### src/hw/rtl/ibt_pkg.sv
// ----------------------------------------------------------------------------
// ibt_pkg
// Shared types and constants for the interval booking table: field widths,
// status codes, the stored entry layout and the sequencer result word.
// ----------------------------------------------------------------------------
package ibt_pkg;

  localparam int DEFAULT_TABLE_ENTRIES = 64;
  localparam int FIELD_W               = 30;
  localparam int STATUS_W              = 2;

  localparam logic [STATUS_W-1:0] ST_ACCEPT  = 2'd0;
  localparam logic [STATUS_W-1:0] ST_OVERLAP = 2'd1;
  localparam logic [STATUS_W-1:0] ST_FULL    = 2'd2;

  typedef struct packed {
    logic [FIELD_W-1:0] slot_start;
    logic [FIELD_W-1:0] slot_end;
  } entry_t;

  typedef struct packed {
    logic                done;
    logic [STATUS_W-1:0] status;
  } result_t;

endpackage

### src/hw/rtl/ibt_store.sv
// ----------------------------------------------------------------------------
// ibt_store
// Interval storage: one write port and one read port with registered read
// data, one stored interval per slot.
// ----------------------------------------------------------------------------
module ibt_store #(
  parameter int TABLE_ENTRIES = ibt_pkg::DEFAULT_TABLE_ENTRIES,
  parameter int AW            = (TABLE_ENTRIES > 1) ? $clog2(TABLE_ENTRIES) : 1
) (
  input  logic            clk,
  input  logic            wr_en,
  input  logic [AW-1:0]   wr_addr,
  input  ibt_pkg::entry_t wr_data,
  input  logic            rd_en,
  input  logic [AW-1:0]   rd_addr,
  output ibt_pkg::entry_t rd_data
);
  import ibt_pkg::*;

  entry_t mem [TABLE_ENTRIES];

  always_ff @(posedge clk) begin
    if (wr_en) begin
      mem[wr_addr] <= wr_data;
    end
  end

  always_ff @(posedge clk) begin
    if (rd_en) begin
      rd_data <= mem[rd_addr];
    end
  end

endmodule

### src/hw/rtl/ibt_scan.sv
// ----------------------------------------------------------------------------
// ibt_scan
// Request sequencer: latches a request, streams the filled slots out of the
// store one per cycle, folds overlap and duplicate hits, then decides the
// status and appends the interval at the fill count when it is taken.
// ----------------------------------------------------------------------------
module ibt_scan #(
  parameter int TABLE_ENTRIES = ibt_pkg::DEFAULT_TABLE_ENTRIES,
  parameter int AW            = (TABLE_ENTRIES > 1) ? $clog2(TABLE_ENTRIES) : 1,
  parameter int CW            = $clog2(TABLE_ENTRIES + 1)
) (
  input  logic                         clk,
  input  logic                         rst,
  input  logic                         in_valid,
  output logic                         in_ready,
  input  logic [ibt_pkg::FIELD_W-1:0]  interval_start,
  input  logic [ibt_pkg::FIELD_W-1:0]  interval_end,
  input  logic                         out_free,
  output ibt_pkg::result_t             res,
  output logic                         rd_en,
  output logic [AW-1:0]                rd_addr,
  input  ibt_pkg::entry_t              rd_data,
  output logic                         wr_en,
  output logic [AW-1:0]                wr_addr,
  output ibt_pkg::entry_t              wr_data
);
  import ibt_pkg::*;

  localparam logic [1:0] S_IDLE   = 2'd0;
  localparam logic [1:0] S_SCAN   = 2'd1;
  localparam logic [1:0] S_DRAIN  = 2'd2;
  localparam logic [1:0] S_DECIDE = 2'd3;

  logic [1:0]         state;
  logic [CW-1:0]      count;
  logic [AW-1:0]      idx;
  logic               cmp_pending;
  logic               clash;
  logic               dup;
  logic [FIELD_W-1:0] req_start;
  logic [FIELD_W-1:0] req_end;
  logic               hit_clash;
  logic               hit_dup;
  logic               table_full;
  logic               insert;
  logic               finish;

  assign in_ready   = (state == S_IDLE);
  assign rd_en      = (state == S_SCAN);
  assign rd_addr    = idx;
  assign table_full = (count == CW'(TABLE_ENTRIES));
  assign finish     = (state == S_DECIDE) && out_free;
  assign insert     = !clash && !dup && !table_full;

  assign hit_clash = cmp_pending &&
                     !((req_start >= rd_data.slot_end) || (req_end <= rd_data.slot_start));
  assign hit_dup   = cmp_pending &&
                     (rd_data.slot_start == req_start) && (rd_data.slot_end == req_end);

  always_comb begin
    res.done = finish;
    if (clash) begin
      res.status = ST_OVERLAP;
    end else if (dup) begin
      res.status = ST_ACCEPT;
    end else if (table_full) begin
      res.status = ST_FULL;
    end else begin
      res.status = ST_ACCEPT;
    end
  end

  assign wr_en              = finish && insert;
  assign wr_addr            = count[AW-1:0];
  assign wr_data.slot_start = req_start;
  assign wr_data.slot_end   = req_end;

  always_ff @(posedge clk) begin
    if (rst) begin
      state       <= S_IDLE;
      count       <= '0;
      cmp_pending <= 1'b0;
    end else begin
      cmp_pending <= (state == S_SCAN);
      if (cmp_pending) begin
        clash <= clash | hit_clash;
        dup   <= dup | hit_dup;
      end
      case (state)
        S_IDLE: begin
          if (in_valid) begin
            req_start <= interval_start;
            req_end   <= interval_end;
            clash     <= 1'b0;
            dup       <= 1'b0;
            idx       <= '0;
            state     <= (count == '0) ? S_DECIDE : S_SCAN;
          end
        end
        S_SCAN: begin
          if (CW'(idx) + CW'(1) == count) begin
            state <= S_DRAIN;
          end else begin
            idx <= idx + AW'(1);
          end
        end
        S_DRAIN: begin
          state <= S_DECIDE;
        end
        S_DECIDE: begin
          if (out_free) begin
            if (insert) begin
              count <= count + CW'(1);
            end
            state <= S_IDLE;
          end
        end
        default: begin
          state <= S_IDLE;
        end
      endcase
    end
  end

  a_count_bound: assert property (@(posedge clk) disable iff (rst)
    count <= CW'(TABLE_ENTRIES))
    else $error("fill count beyond table capacity");

  a_read_filled: assert property (@(posedge clk) disable iff (rst)
    rd_en |-> (CW'(rd_addr) < count))
    else $error("read of an unfilled slot");

  a_count_step: assert property (@(posedge clk) disable iff (rst)
    (!$past(rst) && (count != $past(count))) |->
      ($past(wr_en) && (count == $past(count) + CW'(1))))
    else $error("fill count moved without an append");

  a_drain_order: assert property (@(posedge clk) disable iff (rst)
    (state == S_DRAIN) |-> cmp_pending)
    else $error("last slot compare missing");

endmodule

### src/hw/rtl/interval_booking_table.sv
// ----------------------------------------------------------------------------
// interval_booking_table
// Table of booked half-open intervals [start, end). A request is stored when
// it overlaps no booked interval, duplicates none and the table has room;
// one status word is returned per request.
//   channel  direction  handshake             word
//   in       sink       in_valid / in_ready   interval_start, interval_end
//   out      source     out_valid / out_ready booking_status
//
// A request sweeps the single read port of the interval store one booked
// slot per cycle; on an empty table the sweep is skipped.
// Reset clears the fill count; stored intervals need no clearing pass.
// A new request is taken while a status word waits on the output; a
// stalled output holds the sequencer in its decide step.
// ----------------------------------------------------------------------------
module interval_booking_table #(
  parameter int TABLE_ENTRIES = ibt_pkg::DEFAULT_TABLE_ENTRIES
) (
  input  logic                          clk,
  input  logic                          rst,
  input  logic                          in_valid,
  output logic                          in_ready,
  input  logic [ibt_pkg::FIELD_W-1:0]   interval_start,
  input  logic [ibt_pkg::FIELD_W-1:0]   interval_end,
  output logic                          out_valid,
  input  logic                          out_ready,
  output logic [ibt_pkg::STATUS_W-1:0]  booking_status
);
  import ibt_pkg::*;

  localparam int AW = (TABLE_ENTRIES > 1) ? $clog2(TABLE_ENTRIES) : 1;
  localparam int CW = $clog2(TABLE_ENTRIES + 1);

  logic          out_free;
  result_t       res;
  logic          rd_en;
  logic [AW-1:0] rd_addr;
  entry_t        rd_data;
  logic          wr_en;
  logic [AW-1:0] wr_addr;
  entry_t        wr_data;

  assign out_free = !out_valid || out_ready;

  ibt_scan #(
    .TABLE_ENTRIES (TABLE_ENTRIES),
    .AW            (AW),
    .CW            (CW)
  ) u_scan (
    .clk            (clk),
    .rst            (rst),
    .in_valid       (in_valid),
    .in_ready       (in_ready),
    .interval_start (interval_start),
    .interval_end   (interval_end),
    .out_free       (out_free),
    .res            (res),
    .rd_en          (rd_en),
    .rd_addr        (rd_addr),
    .rd_data        (rd_data),
    .wr_en          (wr_en),
    .wr_addr        (wr_addr),
    .wr_data        (wr_data)
  );

  ibt_store #(
    .TABLE_ENTRIES (TABLE_ENTRIES),
    .AW            (AW)
  ) u_store (
    .clk     (clk),
    .wr_en   (wr_en),
    .wr_addr (wr_addr),
    .wr_data (wr_data),
    .rd_en   (rd_en),
    .rd_addr (rd_addr),
    .rd_data (rd_data)
  );

  always_ff @(posedge clk) begin
    if (rst) begin
      out_valid <= 1'b0;
    end else if (res.done) begin
      out_valid <= 1'b1;
    end else if (out_ready) begin
      out_valid <= 1'b0;
    end
  end

  always_ff @(posedge clk) begin
    if (res.done) begin
      booking_status <= res.status;
    end
  end

endmodule
### config.mk
export PLATFORM = sky130hd
export DESIGN_NAME = interval_booking_table
export DESIGN_NICKNAME = d
export VERILOG_FILES = /design/src/hw/rtl/ibt_pkg.sv /design/src/hw/rtl/ibt_store.sv /design/src/hw/rtl/ibt_scan.sv /design/src/hw/rtl/interval_booking_table.sv
export SDC_FILE = /design/constraint.sdc
export NUM_CORES = 2
export LEC_CHECK = 0
export ABC_CLOCK_PERIOD_IN_PS = 6900
export BUFFER_PORTS_ARGS = -buffer_cell sky130_fd_sc_hd__buf_2
export CORE_MARGIN = 2
export CORE_UTILIZATION = 45
export CTS_BUF_LIST = sky130_fd_sc_hd__clkbuf_8
export DETAILED_ROUTE_END_ITERATION = 12
export GPL_ROUTABILITY_DRIVEN = 0
export GPL_TIMING_DRIVEN = 0
export PLACE_DENSITY_LB_ADDON = 0.3
export SLEW_MARGIN = 20
export SYNTH_ARGS = -nofsm -noshare
export SYNTH_HDL_FRONTEND = slang
export SYNTH_HIERARCHICAL = 1
export SYNTH_SLANG_ARGS = --single-unit
### constraint.sdc
create_clock -name clk -period 6.9 [get_ports clk]
set_input_delay 0.345 -clock clk [delete_from_list [all_inputs] [get_ports clk]]
set_output_delay 0.345 -clock clk [all_outputs]
set_load 0.02 [all_outputs]
==> reports/metrics.yaml <==
cts:
  clock_path_buffers: 4
  clock-root-buffer: "clkbuf_8"
  path_clk_slew_ps: 60
  clock_tree.htree_level_count: 6
  numClockSinks: 3981
  worst_skew_pair.late_latency_ps: 1130
  cts.repair_timing.setup_buffer_count: 0
  cts-buffers-inserted: 622
  tritoncts_clock_tree: "yes"
synth:
  yosys_warnings: 6
  ys_seq_area_frac: 0.784
  synth_largest_type_area_fraction: 0.783
  share_of_the_synthesized_area_in_compound_gates_ao_oa_aoi_oai: 0.0201
  postSynth.asyncResetShare: 0
  ys_dominant_reg_cell: "edfxtp_1"
  synth_area_in_xor_xnor: 0.00394
  number_of_instances_in_the_synthesized_netlist: 6566
  synth_edf_count: 3970
  mappedNetlistArea_um2: 152000
  postSynthAreaPerCell_um2: 23.2
  yosys.area_share.adder: 0.00551
  synth_simple_gate_area_share: 0.0120
  main_combinational_cell_family_by_area_after_synthesis: "multiplexers"
  synth.area.mux_share: 0.161
  post_synth_num_cell_types: 61
  synthTopCellsByArea: "edfxtp_1 78%, mux4_2 15%, o22ai_1 0.78%"
  synth_seq_cells: 3981
  yosys.area.top_type: "edfxtp_1"
  synth.net_count: 6697
layout:
  final_common_cell: "edfxtp_1"
  layout_common_cells: "3970 x edfxtp_1, 1040 x mux4_2, 636 x clkbuf_8"
  finalNonFillerCells: 12900
  fillCellCount: 24800
  area_growth_pct: 19.1
  drive_above_1_share: 0.326
  final_net_count: 8004
  multi_input_comb_area_um2: 31400
  ff_latch_area_um2: 119000
  postLayoutCoreUtil: 0.539
hold_path:
  hold_path.startpoint: "interval_start[21]"
  min_path_type: "input port to register"
  hold-path-cell-count: 2
  whs_endpoint: "u_scan/req_start[21]$_DFFE_PP_"
sta:
  fmax_mhz: 196
  whs_ps: 46.1
  setup_violations: 0
  timing.final.hold_violations: 0
  post-route-period-util: 0.741
  worst_slew_pin_slew_ps: 1320
  slew_viol_final: 0
  setup-tns-final_ps: 0
  max-slew-margin-rel: 0.119
  clock_skew_ps: 88.1
  setup_repair_after_global_routing_missed_its_margin: "false"
  timing.final.crit_period_ps: 5110
global_routing:
  remaining_global_route_overflow: 0
  grt_first_pass_wirelength_um: 685000
  number_of_antenna_violations_at_the_first_check_in_global_routing: 31
  pin_count_of_the_biggest_net_entering_global_routing: 36
  grt_use_total: 0.299
  first_global_vias: 81100
drt:
  via_per_inst: 6.54
  drt-pass1-iter-count: 8
  wl_per_cell_um: 40.2
  remaining_drc_errors: 0
  drt_wl_total_um: 517000
  drt_iter0_markers: 14800
  drt.antenna.violating_nets: 0
  detailroute.via_count: 84100
pwr:
  total_leakage_power_nw: 58.1
  ir_drop_mv: 0.226
  power.density_cell_area_nw_per_um2: 323
place:
  buffer_ports.inserted: 67
  place_inst: 11700
  dp_hpwl_um: 360000
run:
  maxCapViolCount: 0
setup_path:
  critical_path.n_buffers_inverters: 5
  timing.setup.critical_path_class: "register to register"
  path_delay_family: "buffers and inverters"
  crit-reg2reg-capture: "u_store/rd_data[30]$_DFFE_PP_"
  path_max_fanout: 10
  required_ps: 7700
  timing.critical_path.mode_cell: "buf_2"
  crit_chain: "clkbuf_1 -> buf_4 -> buf_6 -> buf_2 -> buf_2 -> mux4_2 -> o22ai_1 -> nor3_1 -> a21oi_1 -> nor2_1"
  worst-r2r-cell-count: 10
  reg_to_reg_startpoint: "u_scan/rd_addr[0]$_SDFFCE_PN0P_"
  cpPeakStageDelay_ps: 700
  critical_path_arrival_ps: 5910
  critPathCaptureType: "register"
  r2r_slack_ps: 1790
  crit_path_top_delay_cell: "buf_2"
  startpoint_type: "register"
die:
  initial_core_util: 0.452
  die_area_um2: 343000
  pin_count: 68
  die_width_um: 586
  chipHeight_um: 586
  core_area_um2: 337000
  rows: 213
run_status:
  status: "completed"
[cells in the mapped netlist (2+ instances only)]
cell type / count
o221a_2: 9
and2_1: 4
nand3_1: 13
buf_1: 32
o31ai_1: 2
dfxtp_1: 11
or2_2: 6
nand3b_1: 6
o2111ai_1: 2
nand2_1: 85
clkbuf_1: 171
nor2b_1: 13
o21ai_0: 49
o221ai_1: 61
and4_1: 2
mux2i_1: 51
ha_1: 67
a221oi_1: 3
nor2_1: 195
a2111oi_0: 3
a22o_1: 2
o22ai_1: 191
xor2_1: 37
a211oi_1: 5
or3b_2: 4
buf_2: 100
nand4_1: 23
buf_6: 5
and3_1: 2
inv_1: 73
mux2_2: 58
nor4_1: 12
edfxtp_1: 3970
a31oi_1: 30
nand2b_1: 11
a21o_1: 9
buf_4: 42
mux4_2: 1040
or3_1: 5
a21oi_1: 98
nor3_1: 16
xnor2_1: 29
[area by class of cell]
class / instances / area share
Clock inverter: 432 / 0.0120
Tap cell: 4515 / 0.0311
Buffer: 350 / 0.00946
Clock buffer: 636 / 0.0483
Antenna cell: 35 / 0.000483
Multi-Input combinational cell: 2161 / 0.173
Sequential cell: 3981 / 0.658
Timing Repair Buffer: 683 / 0.0655
Inverter: 74 / 0.00153
[sequential cells by signal (all words and copies together) (netlist names)]
| name | flops |
|---|---|
| u_scan/state | 2 |
| u_scan/req_start | 30 |
| u_scan/count | 7 |
| out_valid | 1 |
| u_scan/rd_addr | 6 |
| u_scan/req_end | 30 |
| u_scan/clash | 1 |
| u_scan/cmp_pending | 1 |
| booking_status | 2 |
| u_store/mem | 3840 |
| u_store/rd_data | 60 |
| u_scan/dup | 1 |
[worst reg2reg max path, cell delays in order (launching register included)]
cell	delay, ps
edfxtp_1	500
clkbuf_1	340
buf_4	500
buf_6	410
buf_2	650
buf_2	720
mux4_2	600
o22ai_1	410
nor3_1	120
a21oi_1	520
nor2_1	90
[metrics by stage]
stage          power (mW)  area [µm²]  setup WS [ps]
6_report             58.7      181000           1790
5_1_grt              60.0      181000           1990
3_5_place_dp         40.5      169000           2050
2_1_floorplan        35.0      152000            835
4_1_cts              58.4      181000           2110
3_3_place_gp         40.0      158000          -8660
[cell families (layout without fill, tap and decap cells)]
family | Yosys count | count (layout)
DFF | 3981 | 3981
adders and majority gates | 67 | 67
and+or+nand+nor | 404 | 404
muxes | 1149 | 1149
other | 0 | 35
AOI/OAI and AO/OA | 474 | 474
buffers and inverters | 424 | 2175
xor gates and xnor gates | 67 | 67
[timing repair]
| action | in CTS | in global routing |
|---|---|---|
| endpoints found under the hold margin | 81 | 0 |
| gates resized for setup | 0 | 0 |
| hold buffers | 101 | 0 |
[power by group]
group	internal, mW	switching (mW)	total (mW)
Clock	8.97	9.20	18.2
Combinational	4.84	7.85	12.7
Sequential	27.3	0.517	27.8
[how the worst max path moves through the flow]
stage	startpoint	end	cells past startpoint
global placement	u_scan/count[0]$_SDFFE_PP0P_	u_store/mem[49][26]$_DFFE_PP_	8
CTS	u_scan/rd_addr[1]$_SDFFCE_PN0P_	u_store/rd_data[26]$_DFFE_PP_	10
global route	u_scan/rd_addr[0]$_SDFFCE_PN0P_	u_store/rd_data[30]$_DFFE_PP_	10
floorplan	u_scan/count[0]$_SDFFE_PP0P_	u_store/mem[48][0]$_DFFE_PP_	8
detailed placement	u_scan/rd_addr[1]$_SDFFCE_PN0P_	u_store/rd_data[26]$_DFFE_PP_	10
finish	u_scan/rd_addr[0]$_SDFFCE_PN0P_	u_store/rd_data[30]$_DFFE_PP_	10
[layer usage]
metal / wire (µm) / GRT usage / share of wire
met5: 307 / 0 / 0.00059
met2: 229000 / 0.443 / 0.44
met4: 30900 / 0.152 / 0.060
met1: 177000 / 0.393 / 0.34
met3: 80400 / 0.106 / 0.16
No activity file was read; power rests on OpenSTA's default activity.
